File: src/rtl/rgbhsl_pkg.sv
// Shared types and constants for the RGB to HSL converter.
// No dependencies; used by rgb_to_hsl_convert_top.sv and both testbench files.
package rgbhsl_pkg;

  // Output field widths.
  localparam int HUE_W = 15;
  localparam int SAT_W = 17;
  localparam int LIT_W = 9;

  // Quotient bits of both dividers; the saturation ratio reaches 2^16.
  localparam int QUO_W = 17;
  localparam int SAT_FRAC = 16;

  // Hue scale: 60 degrees in 1/64 degree units, and the full circle.
  localparam logic [15:0] HUE_SECTOR = 16'd3840;
  localparam logic [15:0] HUE_FULL   = 16'd23040;

  // Which channel holds the maximum.
  typedef enum logic [1:0] {
    SECTOR_RED,
    SECTOR_GREEN,
    SECTOR_BLUE
  } sector_t;

  // Per-pixel data that rides alongside the dividers.
  typedef struct packed {
    logic [15:0]      hue_base;
    logic             diff_neg;
    logic             gray;
    logic [LIT_W-1:0] lightness;
  } side_t;

endpackage

File: src/rtl/rgb_to_hsl_convert_top.sv
// RGB to HSL converter, top level: channel compare, numerator setup, dividers.
// Depends on rgbhsl_pkg.sv and rgbhsl_div.sv.
//
// Usage: drive red, green and blue and raise start; a request is taken at
// every rising edge where start is high and busy is low. Busy never rises,
// so a new pixel may be issued in every clock cycle.
// Results leave on hue, saturation, lightness_twice and is_gray, held for
// exactly one cycle and marked by strobe. The receiver has no way to stall
// the block, so results must be taken when strobe is high.
// A result passes four setup stages (input capture, max/min select, span and
// denominator, numerators), 17 divider stages that each settle one
// quotient bit, and one output stage that wraps the hue.
// Throughput is one pixel per clock; the two pipelined dividers set the
// depth, not the rate.
// Synchronous reset clears every valid bit, so nothing is reported until a
// new request has passed all stages; data in flight at reset is dropped.
module rgb_to_hsl_convert_top #(
  parameter int CHANNEL_BITS = 8
) (
  input  logic                                clk,
  input  logic                                rst,
  input  logic                                start,
  output logic                                busy,
  input  logic [CHANNEL_BITS-1:0]             red,
  input  logic [CHANNEL_BITS-1:0]             green,
  input  logic [CHANNEL_BITS-1:0]             blue,
  output logic                                strobe,
  output logic [rgbhsl_pkg::HUE_W-1:0]        hue,
  output logic [rgbhsl_pkg::SAT_W-1:0]        saturation,
  output logic [rgbhsl_pkg::LIT_W-1:0]        lightness_twice,
  output logic                                is_gray
);

  localparam int C      = CHANNEL_BITS;
  localparam int QW     = rgbhsl_pkg::QUO_W;
  localparam int HNUM_W = C + 12;
  localparam int SNUM_W = C + rgbhsl_pkg::SAT_FRAC;
  localparam int LAT    = 4 + QW + 1;

  localparam logic [C-1:0] FULL = {C{1'b1}};

  // The pipeline never stalls, so a request can always be taken.
  assign busy = 1'b0;

  logic accept;
  assign accept = start && !busy;

  // Stage 1: capture the pixel.
  logic         v1;
  logic [C-1:0] r1, g1, b1;

  always_ff @(posedge clk) begin
    if (rst) begin
      v1 <= 1'b0;
    end else begin
      v1 <= accept;
    end
  end

  always_ff @(posedge clk) begin
    r1 <= red;
    g1 <= green;
    b1 <= blue;
  end

  // Stage 2: pick the maximum channel. Red wins ties over green and blue,
  // and green wins ties over blue. The two other channels give the hue
  // difference in the order that the sector calls for.
  logic                v2;
  logic [C-1:0]        mx2, mn2, pos2, neg2;
  rgbhsl_pkg::sector_t sec2;
  logic [C-1:0]        mx_c, mn_c, pos_c, neg_c;
  rgbhsl_pkg::sector_t sec_c;

  always_comb begin
    if (r1 >= g1 && r1 >= b1) begin
      mx_c  = r1;
      mn_c  = (g1 >= b1) ? b1 : g1;
      pos_c = g1;
      neg_c = b1;
      sec_c = rgbhsl_pkg::SECTOR_RED;
    end else if (g1 >= b1) begin
      mx_c  = g1;
      mn_c  = (r1 >= b1) ? b1 : r1;
      pos_c = b1;
      neg_c = r1;
      sec_c = rgbhsl_pkg::SECTOR_GREEN;
    end else begin
      mx_c  = b1;
      mn_c  = (r1 >= g1) ? g1 : r1;
      pos_c = r1;
      neg_c = g1;
      sec_c = rgbhsl_pkg::SECTOR_BLUE;
    end
  end

  always_ff @(posedge clk) begin
    if (rst) begin
      v2 <= 1'b0;
    end else begin
      v2 <= v1;
    end
  end

  always_ff @(posedge clk) begin
    mx2  <= mx_c;
    mn2  <= mn_c;
    pos2 <= pos_c;
    neg2 <= neg_c;
    sec2 <= sec_c;
  end

  // Stage 3: span, sum, saturation denominator and the signed hue difference.
  // The denominator never exceeds full scale, so it fits a channel width.
  // At lightness exactly one half the second formula applies.
  logic             v3;
  logic [C-1:0]     span3, den3, adiff3;
  rgbhsl_pkg::side_t side3;
  logic [C:0]       sum_c, dsub_c;
  logic [15:0]      base_c;

  assign sum_c  = {1'b0, mx2} + {1'b0, mn2};
  assign dsub_c = {FULL, 1'b0} - sum_c;

  always_comb begin
    case (sec2)
      rgbhsl_pkg::SECTOR_RED:   base_c = 16'd0;
      rgbhsl_pkg::SECTOR_GREEN: base_c = rgbhsl_pkg::HUE_SECTOR << 1;
      rgbhsl_pkg::SECTOR_BLUE:  base_c = rgbhsl_pkg::HUE_SECTOR << 2;
      default:                  base_c = 16'd0;
    endcase
  end

  always_ff @(posedge clk) begin
    if (rst) begin
      v3 <= 1'b0;
    end else begin
      v3 <= v2;
    end
  end

  always_ff @(posedge clk) begin
    span3           <= mx2 - mn2;
    den3            <= (sum_c < {1'b0, FULL}) ? sum_c[C-1:0] : dsub_c[C-1:0];
    adiff3          <= (pos2 >= neg2) ? (pos2 - neg2) : (neg2 - pos2);
    side3.hue_base  <= base_c;
    side3.diff_neg  <= (pos2 < neg2);
    side3.gray      <= (mx2 == mn2);
    side3.lightness <= rgbhsl_pkg::LIT_W'(sum_c);
  end

  // Stage 4: numerators. 3840 * diff is formed as diff * 4096 - diff * 256.
  logic              v4;
  logic [HNUM_W-1:0] hnum4;
  logic [SNUM_W-1:0] snum4;
  logic [C-1:0]      den4, span4;
  rgbhsl_pkg::side_t side4;

  always_ff @(posedge clk) begin
    if (rst) begin
      v4 <= 1'b0;
    end else begin
      v4 <= v3;
    end
  end

  always_ff @(posedge clk) begin
    hnum4 <= (HNUM_W'(adiff3) << 12) - (HNUM_W'(adiff3) << 8);
    snum4 <= SNUM_W'(span3) << rgbhsl_pkg::SAT_FRAC;
    den4  <= den3;
    span4 <= span3;
    side4 <= side3;
  end

  // Divider stages. A gray pixel divides by zero here; its quotients are
  // discarded at the output stage. Both quotients stay below 2^17 because
  // the hue difference never exceeds the span and the saturation
  // denominator is never below the span.
  logic [QW-1:0] hue_quo, sat_quo;

  rgbhsl_div #(
    .NUM_W (HNUM_W),
    .DEN_W (C),
    .QUO_W (QW)
  ) u_hue_div (
    .clk (clk),
    .num (hnum4),
    .den (span4),
    .quo (hue_quo)
  );

  rgbhsl_div #(
    .NUM_W (SNUM_W),
    .DEN_W (C),
    .QUO_W (QW)
  ) u_sat_div (
    .clk (clk),
    .num (snum4),
    .den (den4),
    .quo (sat_quo)
  );

  // Side data and valid bits travel in step with the divider stages.
  logic              dv    [QW];
  rgbhsl_pkg::side_t dside [QW];

  always_ff @(posedge clk) begin
    if (rst) begin
      for (int i = 0; i < QW; i++) begin
        dv[i] <= 1'b0;
      end
    end else begin
      dv[0] <= v4;
      for (int i = 1; i < QW; i++) begin
        dv[i] <= dv[i-1];
      end
    end
  end

  always_ff @(posedge clk) begin
    dside[0] <= side4;
    for (int i = 1; i < QW; i++) begin
      dside[i] <= dside[i-1];
    end
  end

  // Output stage: add the sector base to the signed quotient, which was
  // truncated toward zero, and wrap a negative or overflowing hue into the
  // circle.
  rgbhsl_pkg::side_t sd;
  logic [15:0]       hq, hue_sum, hue_wrap;

  assign sd = dside[QW-1];
  assign hq = 16'(hue_quo);

  always_comb begin
    if (!sd.diff_neg) begin
      hue_sum = sd.hue_base + hq;
    end else if (hq > sd.hue_base) begin
      hue_sum = rgbhsl_pkg::HUE_FULL - (hq - sd.hue_base);
    end else begin
      hue_sum = sd.hue_base - hq;
    end
    hue_wrap = (hue_sum >= rgbhsl_pkg::HUE_FULL) ? (hue_sum - rgbhsl_pkg::HUE_FULL)
                                                  : hue_sum;
  end

  always_ff @(posedge clk) begin
    if (rst) begin
      strobe <= 1'b0;
    end else begin
      strobe <= dv[QW-1];
    end
  end

  always_ff @(posedge clk) begin
    hue             <= sd.gray ? '0 : rgbhsl_pkg::HUE_W'(hue_wrap);
    saturation      <= sd.gray ? '0 : rgbhsl_pkg::SAT_W'(sat_quo);
    lightness_twice <= sd.lightness;
    is_gray         <= sd.gray;
  end

  // Every result traces back to a request that the block took.
  a_strobe_from_request: assert property (@(posedge clk) disable iff (rst)
    strobe |-> $past(accept, LAT))
    else $error("result strobe without a matching request");

  // A gray pixel reports zero hue and zero saturation.
  a_gray_zero: assert property (@(posedge clk) disable iff (rst)
    (strobe && is_gray) |-> (hue == '0 && saturation == '0))
    else $error("gray pixel with nonzero hue or saturation");

  // Hue stays inside one circle and saturation never exceeds one.
  a_range: assert property (@(posedge clk) disable iff (rst)
    strobe |-> (hue < rgbhsl_pkg::HUE_W'(rgbhsl_pkg::HUE_FULL) &&
                saturation <= rgbhsl_pkg::SAT_W'(1 << rgbhsl_pkg::SAT_FRAC)))
    else $error("hue or saturation out of range");

endmodule

File: src/rtl/rgbhsl_div.sv
// Pipelined restoring divider, one quotient bit per register stage.
// Depends on nothing; instantiated twice by rgb_to_hsl_convert_top.sv.
module rgbhsl_div #(
  parameter int NUM_W = 28,
  parameter int DEN_W = 8,
  parameter int QUO_W = 17
) (
  input  logic             clk,
  input  logic [NUM_W-1:0] num,
  input  logic [DEN_W-1:0] den,
  output logic [QUO_W-1:0] quo
);

  // Wide enough for the remainder and for the divisor at its largest shift.
  localparam int CMP_W = (NUM_W > DEN_W + QUO_W) ? NUM_W : DEN_W + QUO_W;

  logic [CMP_W-1:0] rem   [QUO_W];
  logic [DEN_W-1:0] dsr   [QUO_W];
  logic [QUO_W-1:0] quo_s [QUO_W];

  assign rem[0]   = CMP_W'(num);
  assign dsr[0]   = den;
  assign quo_s[0] = '0;

  // The caller guarantees the quotient fits in QUO_W bits.
  for (genvar k = 0; k < QUO_W; k++) begin : g_stage
    localparam int SH = QUO_W - 1 - k;
    logic [CMP_W-1:0] trial;
    logic             take;
    logic [QUO_W-1:0] quo_new;

    assign trial   = CMP_W'(dsr[k]) << SH;
    assign take    = (rem[k] >= trial);
    assign quo_new = {quo_s[k][QUO_W-2:0], take};

    if (k < QUO_W - 1) begin : g_mid
      always_ff @(posedge clk) begin
        rem[k+1]   <= take ? (rem[k] - trial) : rem[k];
        dsr[k+1]   <= dsr[k];
        quo_s[k+1] <= quo_new;
      end
    end else begin : g_last
      always_ff @(posedge clk) begin
        quo <= quo_new;
      end
    end
  end

endmodule

File: config.mk
export PLATFORM = sky130hd
export DESIGN_NAME = rgb_to_hsl_convert_top
export DESIGN_NICKNAME = d
export VERILOG_FILES = /design/src/rtl/rgbhsl_pkg.sv /design/src/rtl/rgb_to_hsl_convert_top.sv /design/src/rtl/rgbhsl_div.sv
export SDC_FILE = /design/constraint.sdc
export NUM_CORES = 2
export LEC_CHECK = 0
export BUFFER_PORTS_ARGS = -buffer_cell sky130_fd_sc_hd__buf_2
export CAP_MARGIN = 20
export CORE_ASPECT_RATIO = 1.75
export CORE_UTILIZATION = 55
export CTS_BUF_LIST = sky130_fd_sc_hd__clkbuf_8
export CTS_CLUSTER_DIAMETER = 200
export CTS_CLUSTER_SIZE = 20
export DETAILED_ROUTE_END_ITERATION = 16
export PLACE_DENSITY = 0.71
export SYNTH_ARGS = -nofsm -noshare
export SYNTH_HDL_FRONTEND = slang
export SYNTH_HIERARCHICAL = 1
export SYNTH_SLANG_ARGS = --single-unit
export TNS_END_PERCENT = 5
File: constraint.sdc
create_clock -name clk -period 3.3 [get_ports clk]
set_clock_uncertainty 0.05 [all_clocks]
set_input_delay 0.33 -clock clk [delete_from_list [all_inputs] [get_ports clk]]
set_output_delay 0.33 -clock clk [all_outputs]
set_load 0.03 [all_outputs]
==> flow_results.xml <==
<?xml version="1.0" encoding="UTF-8"?>
<metrics>
  <group name="outcome">
    <metric name="status" unit="">completed</metric>
  </group>
  <group name="worst_setup_path">
    <metric name="crit_path_start_kind" unit="">flip-flop</metric>
    <metric name="rr_startpoint" unit="">u_sat_div/dsr[127]</metric>
    <metric name="critical_path.max_fanout" unit="">11</metric>
    <metric name="timing.setup.critical_path_class" unit="">reg2reg</metric>
    <metric name="critical_path.reg2reg.endpoint" unit="">u_sat_div/rem[365]</metric>
    <metric name="timing.reg2reg.setup_slack" unit="ns">0.15</metric>
    <metric name="cp_data_arrival_time" unit="ns">3.86</metric>
    <metric name="data_required_time_at_the_worst_endpoint" unit="ns">4.01</metric>
    <metric name="worst-r2r-cell-count" unit="">7</metric>
    <metric name="endpoint_kind" unit="">flip-flop</metric>
  </group>
  <group name="timing">
    <metric name="setup_ws" unit="ns">0.152</metric>
    <metric name="maxSlewViolCount" unit="">0</metric>
    <metric name="final_number_of_setup_violating_endpoints" unit="">0</metric>
    <metric name="relSlewSlack" unit="%">33.2</metric>
    <metric name="totalNegativeSetupSlack" unit="ns">0</metric>
    <metric name="worst_hold_slack" unit="ns">0.0982</metric>
    <metric name="final.min_clock_period" unit="ns">3.15</metric>
    <metric name="post-route-period-util" unit="%">95.4</metric>
    <metric name="setup_repair_after_global_routing_missed_its_margin" unit="">yes</metric>
    <metric name="slew_at_the_pin_with_the_worst_max_slew_slack" unit="ns">0.995</metric>
    <metric name="fmax" unit="MHz">318</metric>
    <metric name="finalHoldViolCount" unit="">0</metric>
  </group>
  <group name="place">
    <metric name="numPortBuffers" unit="">69</metric>
    <metric name="gp_congestion" unit="">0.956</metric>
    <metric name="post-place-cells" unit="">7276</metric>
    <metric name="detailedPlace.worstSlack" unit="ns">0.0612</metric>
    <metric name="detailed_place.area" unit="mm²">0.0645</metric>
    <metric name="detailed_place_hpwl" unit="mm">92.1</metric>
  </group>
  <group name="pwr">
    <metric name="p_leak" unit="nW">28.8</metric>
    <metric name="finalPower" unit="mW">78.0</metric>
    <metric name="power.density_cell_area" unit="mW/mm²">1170</metric>
    <metric name="peak_supply_drop" unit="mV">0.604</metric>
  </group>
  <group name="global_routing">
    <metric name="vias_in_the_first_global_route" unit="">40700</metric>
    <metric name="grt_first_pass_wirelength" unit="mm">191</metric>
    <metric name="globalRouteOverflowTotal" unit="">0</metric>
    <metric name="largest_net_degree_at_the_start_of_global_routing" unit="">34</metric>
    <metric name="antenna_found_initial" unit="">1</metric>
    <metric name="gr-usage-all-layers" unit="%">20.7</metric>
  </group>
  <group name="layout">
    <metric name="drive_gt1_share" unit="%">7.17</metric>
    <metric name="final_cell_area" unit="mm²">0.0665</metric>
    <metric name="syn_to_final_growth" unit="%">7.43</metric>
    <metric name="num-fill-cells" unit="">9313</metric>
    <metric name="fin_cells" unit="">7436</metric>
    <metric name="final_core_util" unit="%">59.7</metric>
    <metric name="num-nets-final" unit="">6368</metric>
  </group>
  <group name="hold_path">
    <metric name="hold-path-endpoint" unit="">r1[0]</metric>
    <metric name="min_path_cells" unit="">2</metric>
    <metric name="hold_path_startpoint" unit="">red[0]</metric>
    <metric name="hold_path_class" unit="">in2reg</metric>
  </group>
  <group name="floorplan">
    <metric name="chipWidth" unit="µm">256</metric>
    <metric name="io-pin-count" unit="">71</metric>
    <metric name="start_util" unit="%">55.6</metric>
    <metric name="die-height" unit="µm">446</metric>
    <metric name="die-area" unit="mm²">0.114</metric>
    <metric name="placement_rows" unit="">162</metric>
    <metric name="core" unit="mm²">0.111</metric>
  </group>
  <group name="clock_network">
    <metric name="total_clock_buffers_created_by_cts" unit="">99</metric>
    <metric name="clkSinkCount" unit="">1781</metric>
    <metric name="clk_path_buf_depth" unit="">3</metric>
    <metric name="clk_pin_slew_worst_paths" unit="ns">0.12</metric>
    <metric name="clockRootBuffer" unit="">clkbuf_8</metric>
    <metric name="clkLatencyLatePin" unit="ns">0.89</metric>
    <metric name="cts.htree.levels" unit="">3</metric>
    <metric name="tritoncts" unit="">yes</metric>
  </group>
  <group name="logic_synthesis">
    <metric name="post_synthesis_cell_area" unit="mm²">0.0619</metric>
    <metric name="syn-instance-count" unit="">5689</metric>
    <metric name="syn_avg_cell_area" unit="µm²">10.9</metric>
    <metric name="ys_warn_count" unit="">6</metric>
  </group>
  <group name="drt">
    <metric name="detailedRoute.firstIterationViolations" unit="">1324</metric>
    <metric name="viasPerCell" unit="">5.31</metric>
    <metric name="wire_length_per_cell" unit="µm">15.8</metric>
    <metric name="firstDrtPassIters" unit="">5</metric>
    <metric name="totalWireLength" unit="mm">118</metric>
    <metric name="drc" unit="">0</metric>
    <metric name="num_vias" unit="">39500</metric>
    <metric name="route.antenna.remaining_nets" unit="">0</metric>
  </group>
  <group name="run">
    <metric name="drv.max_cap_violation_count" unit="">0</metric>
  </group>
</metrics>
==> area by class of cell <==
class                   instances  area, µm²  share of cell area, %
diodes                          2       5.00                0.00752
clock buffers                  99       1360                   2.05
clock inverters                 9        113                  0.169
inverters                     470       1760                   2.65
multi-input cells            3403      24400                   36.6
flip-flops and latches       1781      35700                   53.6
well taps                    1476       1850                   2.78
repair buffers                196       1440                   2.16
==> flip-flops by register name (all words and copies together), names as in the netlist, 120 cells and up <==
signal and count:
u_sat_div/rem 400, u_hue_div/dsr 128, u_sat_div/dsr 128, u_sat_div/g_stage.quo_new 136, dside 238, u_hue_div/rem 400, u_hue_div/g_stage.quo_new 120
==> worst max-delay path by stage <==
stage                             startpoint                 end  slack [ns]  depth (start not counted)
final                     u_sat_div/dsr[127]  u_sat_div/rem[365]        0.15                          7
after global routing       u_hue_div/quo[10]             hue[10]      -0.008                         14
after CTS                 u_sat_div/dsr[127]  u_sat_div/rem[365]        0.03                          7
after detailed placement   u_hue_div/quo[10]             hue[10]        0.06                         14
after global placement    u_sat_div/dsr[127]  u_sat_div/rem[365]        0.08                          7
after floorplan                dside[0][453]             hue[10]        0.27                         11
==> worst max-delay path: stages (launching register included) <==
cell       delay (ns)
dfxtp_1          0.35
inv_1            0.05
ha_1             0.37
a2111oi_0        0.80
o21ai_0          0.47
a31oi_1          0.53
buf_4            0.28
mux2i_1          0.19
==> repair_timing <==
item,4_1_cts,5_1_grt
endpoints found under the hold margin,46,0
endpoints found under the setup margin,0,8
gates resized for setup,0,9
hold buffers,50,0
buffers inserted,0,0
==> layer usage <==
layer / vias up / track usage [%] / part of all wire [%]
li1: 19900 / - / -
met1: 18600 / 15.7 / 30
met2: 612 / 45.2 / 60
met3: 375 / 2.94 / 2.4
met4: 0 / 14.2 / 7.2
met5: - / 0 / 0
==> layout by cell type (no fill, tap or decap), types with 45 or more instances in the layout <==
| cell type | n |
|---|---|
| a21o_1 | 71 |
| nand2b_1 | 73 |
| clkbuf_8 | 99 |
| buf_2 | 69 |
| o21a_1 | 70 |
| mux2_2 | 70 |
| or4_1 | 45 |
| nor2_1 | 310 |
| inv_1 | 469 |
| or3_1 | 65 |
| xor2_1 | 241 |
| conb_1 | 49 |
| mux2i_1 | 56 |
| dlygate4sd3_1 | 50 |
| nand3_1 | 69 |
| ha_1 | 351 |
| nor4_1 | 136 |
| nor2b_1 | 120 |
| nand2_1 | 265 |
| xnor2_1 | 160 |
| buf_4 | 76 |
| o21ai_0 | 253 |
| nor3_1 | 190 |
| dfxtp_1 | 1779 |
| a21oi_1 | 251 |
==> power breakdown <==
part           leakage (nW)  switching [mW]  internal, mW  total, mW
Sequential             14.9            4.68          30.0       34.7
Combinational          13.1            18.7          15.8       34.5
Clock                 0.769            6.10          2.78       8.88
Total                  28.8            29.5          48.6       78.0
Power figures use the tool's default switching activity.
